### src/rtl/pert_pkg.sv
// ----------------------------------------------------------------------------
// pert_pkg - shared types and constants
// Entry, key, compare and result types plus op, kind and register codes
// for the pending event ack and retry tracker.
// ----------------------------------------------------------------------------
`timescale 1ns / 1ps
`default_nettype none

package pert_pkg;

  // input op codes
  localparam logic [1:0] OP_EVENT = 2'd0;
  localparam logic [1:0] OP_ACK   = 2'd1;
  localparam logic [1:0] OP_TICK  = 2'd2;

  // result kind codes
  localparam logic [1:0] KIND_STATUS = 2'd0;
  localparam logic [1:0] KIND_SENT   = 2'd1;
  localparam logic [1:0] KIND_FAIL   = 2'd2;

  // configuration register indexes
  localparam logic [1:0] CFG_PROCESS_ID  = 2'd0;
  localparam logic [1:0] CFG_STALL_LIMIT = 2'd1;
  localparam logic [1:0] CFG_RETRY_AGE   = 2'd2;

  localparam logic [15:0] STALL_LIMIT_RST = 16'd64;
  localparam logic [7:0]  RETRY_AGE_RST   = 8'd29;

  // send attempts per tick
  localparam int          NRES_W      = 6;
  localparam logic [5:0]  MAX_RESULTS = 6'd32;

  localparam int SLOT_W = 5;
  localparam int PEND_W = 6;

  typedef struct packed {
    logic [15:0] proc;
    logic [31:0] sent_time;
    logic [31:0] event_id;
    logic [31:0] rx_time;
    logic [31:0] random;
  } entry_t;

  typedef struct packed {
    logic [15:0] proc;
    logic [31:0] event_id;
    logic [31:0] rx_time;
    logic [31:0] random;
  } ack_key_t;

  typedef struct packed {
    logic key_eq;
    logic is_old;
  } cmp_t;

  typedef struct packed {
    logic [1:0]        kind;
    logic [SLOT_W-1:0] slot;
    logic [31:0]       key_random;
    logic [31:0]       key_rx_time;
    logic [31:0]       key_event_id;
    logic              ack_found;
    logic              table_full;
  } res_t;

endpackage

`default_nettype wire

### src/rtl/pert_cmp.sv
// ----------------------------------------------------------------------------
// pert_cmp - shared compare unit
// Key match against an acknowledgement and send-age test of one entry.
// ----------------------------------------------------------------------------
`timescale 1ns / 1ps
`default_nettype none

module pert_cmp (
  input  wire pert_pkg::entry_t   entry,
  input  wire pert_pkg::ack_key_t key,
  input  wire [31:0]              oldest,
  output pert_pkg::cmp_t          result
);

  assign result.key_eq = (entry.random == key.random) &&
                         (entry.rx_time == key.rx_time) &&
                         (entry.event_id == key.event_id) &&
                         (entry.proc == key.proc);
  assign result.is_old = (entry.sent_time < oldest);

endmodule

`default_nettype wire

### config.mk
export PLATFORM = sky130hd
export DESIGN_NAME = pert_cmp
export DESIGN_NICKNAME = d
export VERILOG_FILES = /design/src/rtl/pert_pkg.sv /design/src/rtl/pert_cmp.sv
export SDC_FILE = /design/constraint.sdc
export NUM_CORES = 1
export LEC_CHECK = 0
export BUFFER_PORTS_ARGS = -buffer_cell sky130_fd_sc_hd__buf_2
export CELL_PAD_IN_SITES_DETAIL_PLACEMENT = 1
export CELL_PAD_IN_SITES_GLOBAL_PLACEMENT = 1
export CORE_AREA = 2 2 114 116
export DETAILED_ROUTE_END_ITERATION = 8
export DIE_AREA = 0 0 116 118
export PLACE_DENSITY_LB_ADDON = 0.15
export SKIP_LAST_GASP = 1
export SLEW_MARGIN = 15
export SYNTH_ARGS = -nofsm -noshare
export SYNTH_HDL_FRONTEND = slang
export SYNTH_SLANG_ARGS = --single-unit
### constraint.sdc
create_clock -name vclk -period 1.7
set_input_delay 0.085 -clock vclk [all_inputs]
set_output_delay 0.085 -clock vclk [all_outputs]
set_load 0.005 [all_outputs]
# [Yosys cells after proc, flatten, opt, wreduce, memory -nomap -nowiden]
# Cells that the tools add are included.
[op_classes] magnitude_cmp=1 eq_ne=4 n_reduce_logical=3
[op_table] cell="$eq 32x32->1" n=3
[op_table] cell="$lt 32x32->1" n=1
[op_table] cell="$eq 16x16->1" n=1
[op_table] cell="$logic_and 1x1->1" n=3
[totals] reg_bits=0 input_bits=288 elab_cells=8

# [Logic depth before layout (Yosys ltp)]
[logic_depth] depth_word=4 ltp_mapped=7 depth_no_buf=7

# [Least setup slack after synthesis]
# No wires, ideal clock.
[synth_timing] kind="input to output" startpoint="input port oldest[1]" endpoint="output port result[0] (netlist bit)" arrival_time_ns=1.361 required_time_ns=1.615 slack_ns=0.254 path_stages=6 path_cell_list="inv_1 -> ha_1 -> a2111oi_4 -> nor4b_1 -> or4_1 -> a21oi_1"
[synth_rtl] element="start: declaration" line="pert_cmp.sv:11" rtl="input wire [31:0] oldest,"
[synth_rtl] element="end: declaration" line="pert_cmp.sv:12" rtl="output pert_pkg::cmp_t result"

==> results.rst <==
.. list-table::
   :header-rows: 1

   * - Metric
     - Value
   * - Element type at the critical path end
     - primary output
   * - Slew headroom
     - 0.723
   * - Combined flip-flop and latch cell area
     - 0 sq um
   * - Clock network fraction of design power
     - 0
   * - Worst min path class
     - input port to primary output
   * - Share of power burned in combinational logic
     - 1.000
   * - Largest net degree at the start of global routing
     - 4
   * - Layout clock buffers
     - 0
   * - PwrDens
     - 212 mW/mm^2
   * - Slowest cell on crit path
     - sky130_fd_sc_hd__or4_4
   * - Layout cells sized above 1
     - 0.570
   * - Outcome
     - complete, no violations
   * - Total wire length after detailed routing
     - 10,600 microns
   * - Most used routing layer in global routing
     - met2
   * - Hold Fails Final Rpt
     - 0
   * - Cell with the most instances after synthesis
     - sky130_fd_sc_hd__xor2_1
   * - Via count of the first global-routing pass
     - 3,385
   * - Switching power
     - 358 uW
   * - Site row count
     - 41
   * - Top-level I/O count
     - 290
   * - Wirelength per Cell
     - 14.4 microns
   * - Cell taking the most area after synthesis
     - sky130_fd_sc_hd__xor2_1
   * - 1st-pass router iterations
     - 3
   * - Crit Path Category
     - input port to primary output
   * - Fin crit period
     - 1620 ps
   * - Arr. time, crit path
     - 1540 ps
   * - Syn Inst Count
     - 269
   * - Pin slew with the least headroom to its limit
     - 412 ps
   * - Total power
     - 834 uW
   * - Area added between synthesis and finish
     - 92.2%
   * - Met3 layer usage reported by global route
     - 0.0355
   * - Largest incremental delay on the critical path
     - 490 ps
   * - Cell leakage power
     - 2.16 nW
   * - Maximum VDD drop
     - 82.8 uV
   * - Total global routing track utilization
     - 0.145
   * - Floorplan die height
     - 118 microns
   * - Buffers inserted during post-CTS setup optimization
     - 0
   * - Max-cap violation count
     - 0
   * - Number of library cell types mapped by synthesis
     - 28
   * - Share of the yosys chip area belonging to registers
     - 0
   * - Number of remaining DRC errors
     - 0
   * - Switching portion of total power
     - 0.430
   * - Vias
     - 2,969
   * - Multi-input logic area
     - 0.00209 sq mm
   * - Post-DP HPWL
     - 10,300 microns
   * - Max-slew violation count
     - 0
   * - Effective utilization at floorplan
     - 0.165
   * - Post-Layout Inst Area
     - 0.00394 sq mm
   * - Total placed cells including tap cells
     - 733
   * - Setup crit start kind
     - input port
   * - Count of hold-fix buffers inserted at cts
     - 0
   * - First-pass GRT wire length
     - 15,900 microns
   * - # nets final
     - 882
   * - Seq_cells
     - 0
   * - Width of the die
     - 116 microns
   * - Antenna violations before repair
     - 3
   * - Weighted congestion at the end of routability-driven global placement
     - 0.822
   * - Unrepaired setup endpoints after global routing
     - yes
   * - Post-Syn Area
     - 0.00205 sq mm
   * - Number of I/O port buffers
     - 290
   * - Fill cell total of the finished layout
     - 1,653
   * - Core area
     - 0.0124 sq mm
   * - Syn Nets
     - 588
   * - List of most frequent post-synthesis cells
     - sky130_fd_sc_hd__xor2_1, sky130_fd_sc_hd__inv_1, sky130_fd_sc_hd__ha_1, sky130_fd_sc_hd__nor4_1, sky130_fd_sc_hd__xnor2_1
   * - Cell Area, Placed
     - 0.00373 sq mm
   * - DR iter-0 viols
     - 42
   * - CP Cell Sequence
     - buf_2, inv_1, ha_4, nand4_1, nor3_1, nor4b_2, or4_4, a21oi_2, buf_2
   * - Detail-routed via count per cell
     - 4.03
   * - Max Fclk
     - 616 MHz
   * - Internal power contribution
     - 475 uW
   * - Top area cells in the synthesized netlist
     - sky130_fd_sc_hd__xor2_1, sky130_fd_sc_hd__ha_1, sky130_fd_sc_hd__nor4_1, sky130_fd_sc_hd__inv_1, sky130_fd_sc_hd__xnor2_1
   * - Post-DRT Antenna Nets
     - 0
   * - Ratio of final minimum period to clock period
     - 0.955
   * - Congestion Overflow GR
     - 0
   * - Met1 GRT Util
     - 0.138
   * - Portion of synthesized cell area occupied by the leading cell type
     - 0.393
   * - Data required, critical path
     - 1620 ps
   * - Fin cells
     - 736
   * - Peak fanout along the critical path
     - 2
   * - Setup violation total in the final timing report
     - 0
   * - Proportion of power drawn by flip-flops and latches
     - 0
   * - Avg Synthesized Cell Area
     - 7.62 sq um
   * - Most frequent cell on the critical path
     - sky130_fd_sc_hd__buf_2
   * - Overall die area
     - 0.0137 sq mm
   * - Yosys warning count
     - 0
   * - Global routing met2 resource utilization
     - 0.304
-- placed cells by master, fill, tap and decap left out, types with 7 or more instances in the layout --
| cell type | Yosys | layout |
|---|---|---|
| sky130_fd_sc_hd__buf_2 | 0 | 287 |
| sky130_fd_sc_hd__nand4_1 | 11 | 11 |
| sky130_fd_sc_hd__a21oi_1 | 11 | 9 |
| sky130_fd_sc_hd__xnor2_1 | 12 | 12 |
| sky130_fd_sc_hd__ha_1 | 31 | 24 |
| sky130_fd_sc_hd__nor4_1 | 24 | 18 |
| sky130_fd_sc_hd__ha_4 | 0 | 7 |
| sky130_fd_sc_hd__xor2_1 | 92 | 92 |
| sky130_fd_sc_hd__inv_1 | 37 | 33 |
| sky130_fd_sc_hd__nand2_1 | 10 | 10 |
-- stage by stage --
step	hold WS, ps	setup slack [ps]	TNS, ps	utilization
6_report	666	76.9	0	0.317
3_3_place_gp	663	-50.6	-90.7	0.301
3_5_place_dp	673	-94.7	-165	0.301
5_1_grt	709	-4.45	-4.45	0.317
4_1_cts	669	-13.6	-13.6	0.305
2_1_floorplan	432	254	0	-
-- power groups by stage --
stage / Combinational [mW] / Clock, mW / Sequential [mW]
finish: 0.834 / 0.000000237 / 0
global route: 0.940 / 0.000000158 / 0
CTS: 0.809 / 0 / 0
detailed placement: 0.788 / 0 / 0
global placement: 0.765 / 0 / 0
floorplan: 0.329 / 0 / 0
-- metal layers --
metal  routed length, microns  share of wire  vias up
li1                         -              -     1522
met4                      100         0.0094        0
met2                     6060           0.57      140
met3                      954          0.090        6
met5                        0              0        -
met1                     3500           0.33     1301
-- critical path, delay by kind of cell --
family          cells  cell delay, ps
simple gates        4             830
buf+inv             3             290
fa+ha+maj           1             200
compound gates      1             120
-- logic make-up (layout without fill, tap and decap cells) --
logic type	Yosys count	after routing	synth area share
xor gates and xnor gates	104	104	0.444
and+or+nand+nor	67	67	0.194
buffers and inverters	37	329	0.0678
adders and majority gates	31	31	0.189
AOI/OAI and AO/OA	30	30	0.104
other	0	3	0
-- path summary, 6_finish.rpt --
kind                        from        end  slack (ps)  cells after the start
worst max-delay path  oldest[15]  result[0]          80                      9
worst min-delay path  entry[127]  result[0]         670                      6
-- final cells by class --
cell class,count,share of cell area
repair buffers,292,0.377
inverters,37,0.0352
well taps,172,0.0546
diodes,3,0.00191
multi-input cells,232,0.531
-- timing repair --
item	CTS	global route
pin swaps	0	5
resized for setup	10	23
endpoints found under the setup margin	2	2
No activity file was read; power rests on OpenSTA's default activity.
