**src/rtl/pert_pkg.sv**
```systemverilog
// ----------------------------------------------------------------------------
// pert_pkg - shared types and constants
// Entry, key, compare and result types plus op, kind and register codes
// for the pending event ack and retry tracker.
// ----------------------------------------------------------------------------
`timescale 1ns / 1ps
`default_nettype none

package pert_pkg;

  // input op codes
  localparam logic [1:0] OP_EVENT = 2'd0;
  localparam logic [1:0] OP_ACK   = 2'd1;
  localparam logic [1:0] OP_TICK  = 2'd2;

  // result kind codes
  localparam logic [1:0] KIND_STATUS = 2'd0;
  localparam logic [1:0] KIND_SENT   = 2'd1;
  localparam logic [1:0] KIND_FAIL   = 2'd2;

  // configuration register indexes
  localparam logic [1:0] CFG_PROCESS_ID  = 2'd0;
  localparam logic [1:0] CFG_STALL_LIMIT = 2'd1;
  localparam logic [1:0] CFG_RETRY_AGE   = 2'd2;

  localparam logic [15:0] STALL_LIMIT_RST = 16'd64;
  localparam logic [7:0]  RETRY_AGE_RST   = 8'd29;

  // send attempts per tick
  localparam int          NRES_W      = 6;
  localparam logic [5:0]  MAX_RESULTS = 6'd32;

  localparam int SLOT_W = 5;
  localparam int PEND_W = 6;

  typedef struct packed {
    logic [15:0] proc;
    logic [31:0] sent_time;
    logic [31:0] event_id;
    logic [31:0] rx_time;
    logic [31:0] random;
  } entry_t;

  typedef struct packed {
    logic [15:0] proc;
    logic [31:0] event_id;
    logic [31:0] rx_time;
    logic [31:0] random;
  } ack_key_t;

  typedef struct packed {
    logic key_eq;
    logic is_old;
  } cmp_t;

  typedef struct packed {
    logic [1:0]        kind;
    logic [SLOT_W-1:0] slot;
    logic [31:0]       key_random;
    logic [31:0]       key_rx_time;
    logic [31:0]       key_event_id;
    logic              ack_found;
    logic              table_full;
  } res_t;

endpackage

`default_nettype wire

```
**src/rtl/pert_mem.sv**
```systemverilog
// ----------------------------------------------------------------------------
// pert_mem - entry table
// One write port and one read port with registered read data.
// ----------------------------------------------------------------------------
`timescale 1ns / 1ps
`default_nettype none

module pert_mem #(
  parameter int DEPTH = 32,
  parameter int AW    = 5
) (
  input  wire                   clk,
  input  wire                   we,
  input  wire [AW-1:0]          waddr,
  input  wire pert_pkg::entry_t wdata,
  input  wire                   re,
  input  wire [AW-1:0]          raddr,
  output pert_pkg::entry_t      rdata
);

  pert_pkg::entry_t mem [DEPTH];
  pert_pkg::entry_t rdata_r;

  always_ff @(posedge clk) begin
    if (we) begin
      mem[waddr] <= wdata;
    end
    if (re) begin
      rdata_r <= mem[raddr];
    end
  end

  assign rdata = rdata_r;

endmodule

`default_nettype wire

```
**config.mk**
```make
export PLATFORM = sky130hd
export DESIGN_NAME = pert_mem
export DESIGN_NICKNAME = d
export VERILOG_FILES = /design/src/rtl/pert_pkg.sv /design/src/rtl/pert_mem.sv
export SDC_FILE = /design/constraint.sdc
export NUM_CORES = 2
export LEC_CHECK = 0
export ABC_AREA = 1
export BUFFER_PORTS_ARGS = -buffer_cell sky130_fd_sc_hd__buf_4
export CAP_MARGIN = 20
export CELL_PAD_IN_SITES_DETAIL_PLACEMENT = 2
export CELL_PAD_IN_SITES_GLOBAL_PLACEMENT = 2
export CORE_MARGIN = 1.5
export CORE_UTILIZATION = 44
export CTS_BUF_LIST = sky130_fd_sc_hd__clkbuf_16
export DETAILED_ROUTE_END_ITERATION = 10
export GPL_ROUTABILITY_DRIVEN = 0
export PLACE_DENSITY_LB_ADDON = 0.1
export SETUP_SLACK_MARGIN = 0.3
export SLEW_MARGIN = 20
export SYNTH_ARGS = -nofsm -noshare
export SYNTH_HDL_FRONTEND = slang
export SYNTH_MEMORY_MAX_BITS = 65536
export SYNTH_SLANG_ARGS = --single-unit
export TNS_END_PERCENT = 100
```
**constraint.sdc**
```tcl
create_clock -name clk -period 8.45 [get_ports clk]
set_clock_uncertainty 0.05 [all_clocks]
set_input_delay 0.845 -clock clk [delete_from_list [all_inputs] [get_ports clk]]
set_output_delay 0.845 -clock clk [all_outputs]
set_load 0.03 [all_outputs]
```
[Yosys cells after proc, flatten, opt, wreduce, memory -nomap -nowiden]
Memories as Yosys holds them, arrays and structs flattened. A register that Yosys moved wholly into a read port is not among the register bits.
Cells that the tools add are included.
Word-level totals
  register bits after elaboration: 0
  output and inout port bits: 144
  memories kept: 1
  ROM bits: 0
  latch bits: 0
  memory bits (writable): 4608
Memories
  mem: words 32, bits a word 144, rd ports 1, clocked after memory_dff 1, wr ports 1, line pert_mem.sv:21  | pert_pkg::entry_t mem [DEPTH];
Operators by class
  equality and inequality tests: 0
  div/mod/pow operators: 0
  mux-type cells: 2
  reduce and logical (&&, ||, !) cells: 0
  add/sub/neg operators: 0
  shifts and indexed selects: 0
  bitwise gates (word level): 0
  $lt $le $gt $ge: 0
  multiply operators: 0
Operators by type and width (count)
  two-way mux 1 bit: 2

[Depth between registers and ports, before layout]
  word-level depth: 2
  mapped depth: 11
  depth with buffers taken out: 7

[Worst setup path before layout]
No wires, ideal clock.
  kind: in2reg
  start point: input port waddr[0]
  end point: memory mem[8][0] (netlist bit) (enable)
  data arrival time: 7.127 ns
  path slack: 0.623 ns
  stages: 3
  library setup time: 0.650 ns
  path through: inv_1 > nand3_1 > nor2_1
RTL lines
  start: declaration: line pert_mem.sv:14  | input wire [AW-1:0] waddr,
  end: declaration: line pert_mem.sv:21
Straight into the memory's write port.

[Worst setup path after layout]
  start point: input port waddr[0]
  end point: memory mem[0][120] (netlist bit) (enable)
Straight into the memory's write port.

==> impl_summary.log <==
[metrics] result of the run: complete, no violations
[metrics] count of input and output buffers: 300
[metrics] startpoint type of the worst setup path: primary input
[metrics] number of gates given a new drive strength after cts: 0
[metrics] clock latency of the later-clocked register in the worst-skew pair: around 1.1 ns
[metrics] floorplan die area: 430000 um2
[metrics] sequential cell area fraction in the yosys report: 76.1%
[metrics] maximum fanout along the worst path: 28
[metrics] Root Driver: clkbuf_16
[metrics] length of routed met2 wiring: about 360000 um
[metrics] Initial Utilization: approximately 44%
[metrics] final hold vios: 0
[metrics] total I/O pin count: approximately 300
[metrics] detailed-route via count: 128084
[metrics] required arrival time at the worst endpoint: approximately 9.0 ns
[metrics] largest net degree at the start of global routing: just over 200
[metrics] fillcell total: approximately 40000
[metrics] FFs w/ async S/R, synth: 0%
[metrics] static leakage power: between 0.07 and 0.08 uW
[metrics] Congestion Overflow GR: 0
[metrics] area fraction of the dominant cell type after synthesis: 76.1%
[metrics] core area: between 400000 and 500000 um2
[metrics] minimum clock period: about 3.5 ns
[metrics] vias per std cell: 6.09
[metrics] Post-Place Setup Slack: roughly 4 ns
[metrics] largest cells by area after synthesis: edfxtp_1 76%, nand3_1 12%, nand2_1 9.5%, buf_2 1.4%, clkbuf_1 0.39%
[metrics] CP Cell Sequence: buf_4, inv_1, nand3_1, nor2_4, buf_4, buf_4
[metrics] overall fraction of global-route tracks in use: approximately a third
[metrics] count of TritonRoute iterations in the first routing pass: 5
[metrics] Seq cells post-synth: between 4000 and 5000
[metrics] top post-synthesis cells by count: 4752 x edfxtp_1, 4752 x nand2_1, 4332 x nand3_1, 514 x buf_2, 195 x clkbuf_1
[metrics] uppermost layer routed: met5
[metrics] worst slew pin tran: between 1 and 1.5 ns
[metrics] setup repair after global routing missed its margin: no
[metrics] Total Routed Length: between 600000 and 700000 um
[metrics] portion of the clock cycle consumed by the worst path in the final layout: between 40% and 50%
[metrics] final setup vio count: 0
[metrics] Clock Sinks: around 4800
[metrics] HP Class: in -> reg
[metrics] synthesized netlist cell count: 14865
[metrics] post-synthesis cell area: ~190000 um2
[metrics] CTS clock-pin slew for the worst setup and hold paths: about 0.06 ns
[metrics] fraction of final layout cells with drive strength greater than 1: a little over 8%
[metrics] wire length on met1: around 280000 um
[metrics] Vert. Die Dim: 656 um
[metrics] max_slew headroom: 0.0886%
[metrics] Post-route DRC: 0
[metrics] syn_area_per_cell: 12.6 um2
[metrics] final standard cell utilization of the core: between 40% and 50%
[metrics] sequential cell area: 143000 um2
[metrics] post-layout worst setup margin: 4.99 ns
[metrics] Post-DP HPWL: ~340000 um
[metrics] clock buffer count from CTS: 540
[metrics] average detailed-routed wire length per instance: 33.1 um
[metrics] vias in the first global route: approximately 140k
[metrics] Power per Cell Area: between 200 and 250 nW/um2
[metrics] overall die width: approximately 660 um
[metrics] Yosys top cell by area: edfxtp_1
[metrics] syn nets: 15022
[metrics] Rows: around 240
[metrics] peak per-stage delay on the critical path: between 0.9 and 1 ns
[metrics] top_reg_cell synth: edfxtp_1
[metrics] total design power: around 52000 uW
[metrics] final-report max-slew violation count: 0
[metrics] clock tree from TritonCTS: yes
[metrics] Post-synth EDFFs: 4752
[metrics] number of antenna violations at the first check in global routing: 52
[metrics] area delta synth->final: 12.6%
[metrics] class of the most critical setup path: in -> reg
[metrics] CTS Hold Buffers Added: 0
[metrics] crit path DAT: approximately 4 ns
[metrics] number of distinct library cells after synthesis: 13
[metrics] post-route setup TNS: 0 ns
[metrics] worst vdd ir: 0.000219 V
[metrics] Critical Path Most Common Cell: buf_4
[metrics] Yosys warning total: 0
[metrics] total length of routed met3 wires: between 30000 and 40000 um
[metrics] hold slack: between 0.1 and 0.15 ns
[metrics] global-route wire length before repair: 998000 um
[metrics] # Max-Cap Violations: 0
[metrics] maximum frequency from static timing analysis: between 200 and 300 MHz
[metrics] area of combinational cells with multiple inputs: between 30000 and 40000 um2
[metrics] Worst Setup End Kind: flop
[metrics] Final ANT Viol Nets: 0
[metrics] Final #Nets: roughly 15000
[metrics] Max H-tree Level: 6
[metrics] violation count after the first detailed-route iteration: 12041
[metrics] slowest stage cell, crit path: nor2_4
[metrics] maximum number of buffers from clock root to sink: 4
[metrics] Setup Buffers After CTS: 0
## logic make-up after synthesis
| kind of cell | after synthesis | synth area share, % |
|---|---|---|
| flops | 4752 | 76.1 |
| simple gates | 9116 | 21.1 |
| buf+inv | 997 | 2.79 |
## stage by stage
stage                     cells  cell area [um2]
after global routing      21034           211000
final                     21043           211000
after global placement    20065           195000
after floorplan           14865           188000
after detailed placement  20065           195000
after CTS                 21011           211000
## flip-flops by register name, indices dropped and copies added, names as in the netlist
name / cells
rdata: 144
mem: 4608
## area by class of cell
cell class / instances / share of cell area [%]
clock inverter: 387 / 1.05
clock buffer: 559 / 6.63
multi-input combinational: 9116 / 18.9
sequential: 4752 / 67.6
inverter: 10 / 0.0480
timing repair buffer: 525 / 2.40
tap: 5663 / 3.36
antenna: 31 / 0.0367
## critical path: cells and delay by family
kind                   cells  cell delay (ns)
and+or+nand+nor            2             1.64
buffers and inverters      4             1.40
## power breakdown
part	internal (uW)	total [uW]	switching [uW]
registers	26300	26500	157
logic	732	3130	2400
clock network	12400	22100	9680
## routing by layer
metal,vias up,track usage (%)
met2,4282,56.2
met1,68940,39.8
met5,-,0
met4,22,12.6
met3,1299,3.85
li1,53541,-
## cells in the final DEF (no fill, tap or decap), types with 2 or more instances in the layout
cell        synthesis  final
buf_12              0     83
buf_16              0      2
buf_4              94    433
buf_6              64      2
buf_8               0      5
bufinv_16           0     16
clkbuf_16           0    559
clkinv_1            0    127
clkinv_2            1     74
clkinv_8            0      8
clkinvlp_4          0      6
diode_2             0     31
edfxtp_1         4752   4752
inv_1               5    138
inv_16              0      4
inv_6               0     21
inv_8               0      2
nand2_1          4752   4752
nand3_1          4332   4332
nor2_4              0     32
## final timing paths
kind / start / end / slack, ns / depth (start not counted)
min reg2reg: mem[30][140] / rdata[140] / 0.73 / 6
max: waddr[0] / mem[0][120] / 4.99 / 6
min: wdata[96] / mem[10][96] / 0.13 / 1
max reg2reg: mem[1][54] / rdata[54] / 6.79 / 6
Note: power is estimated with default switching activity, not from simulation.
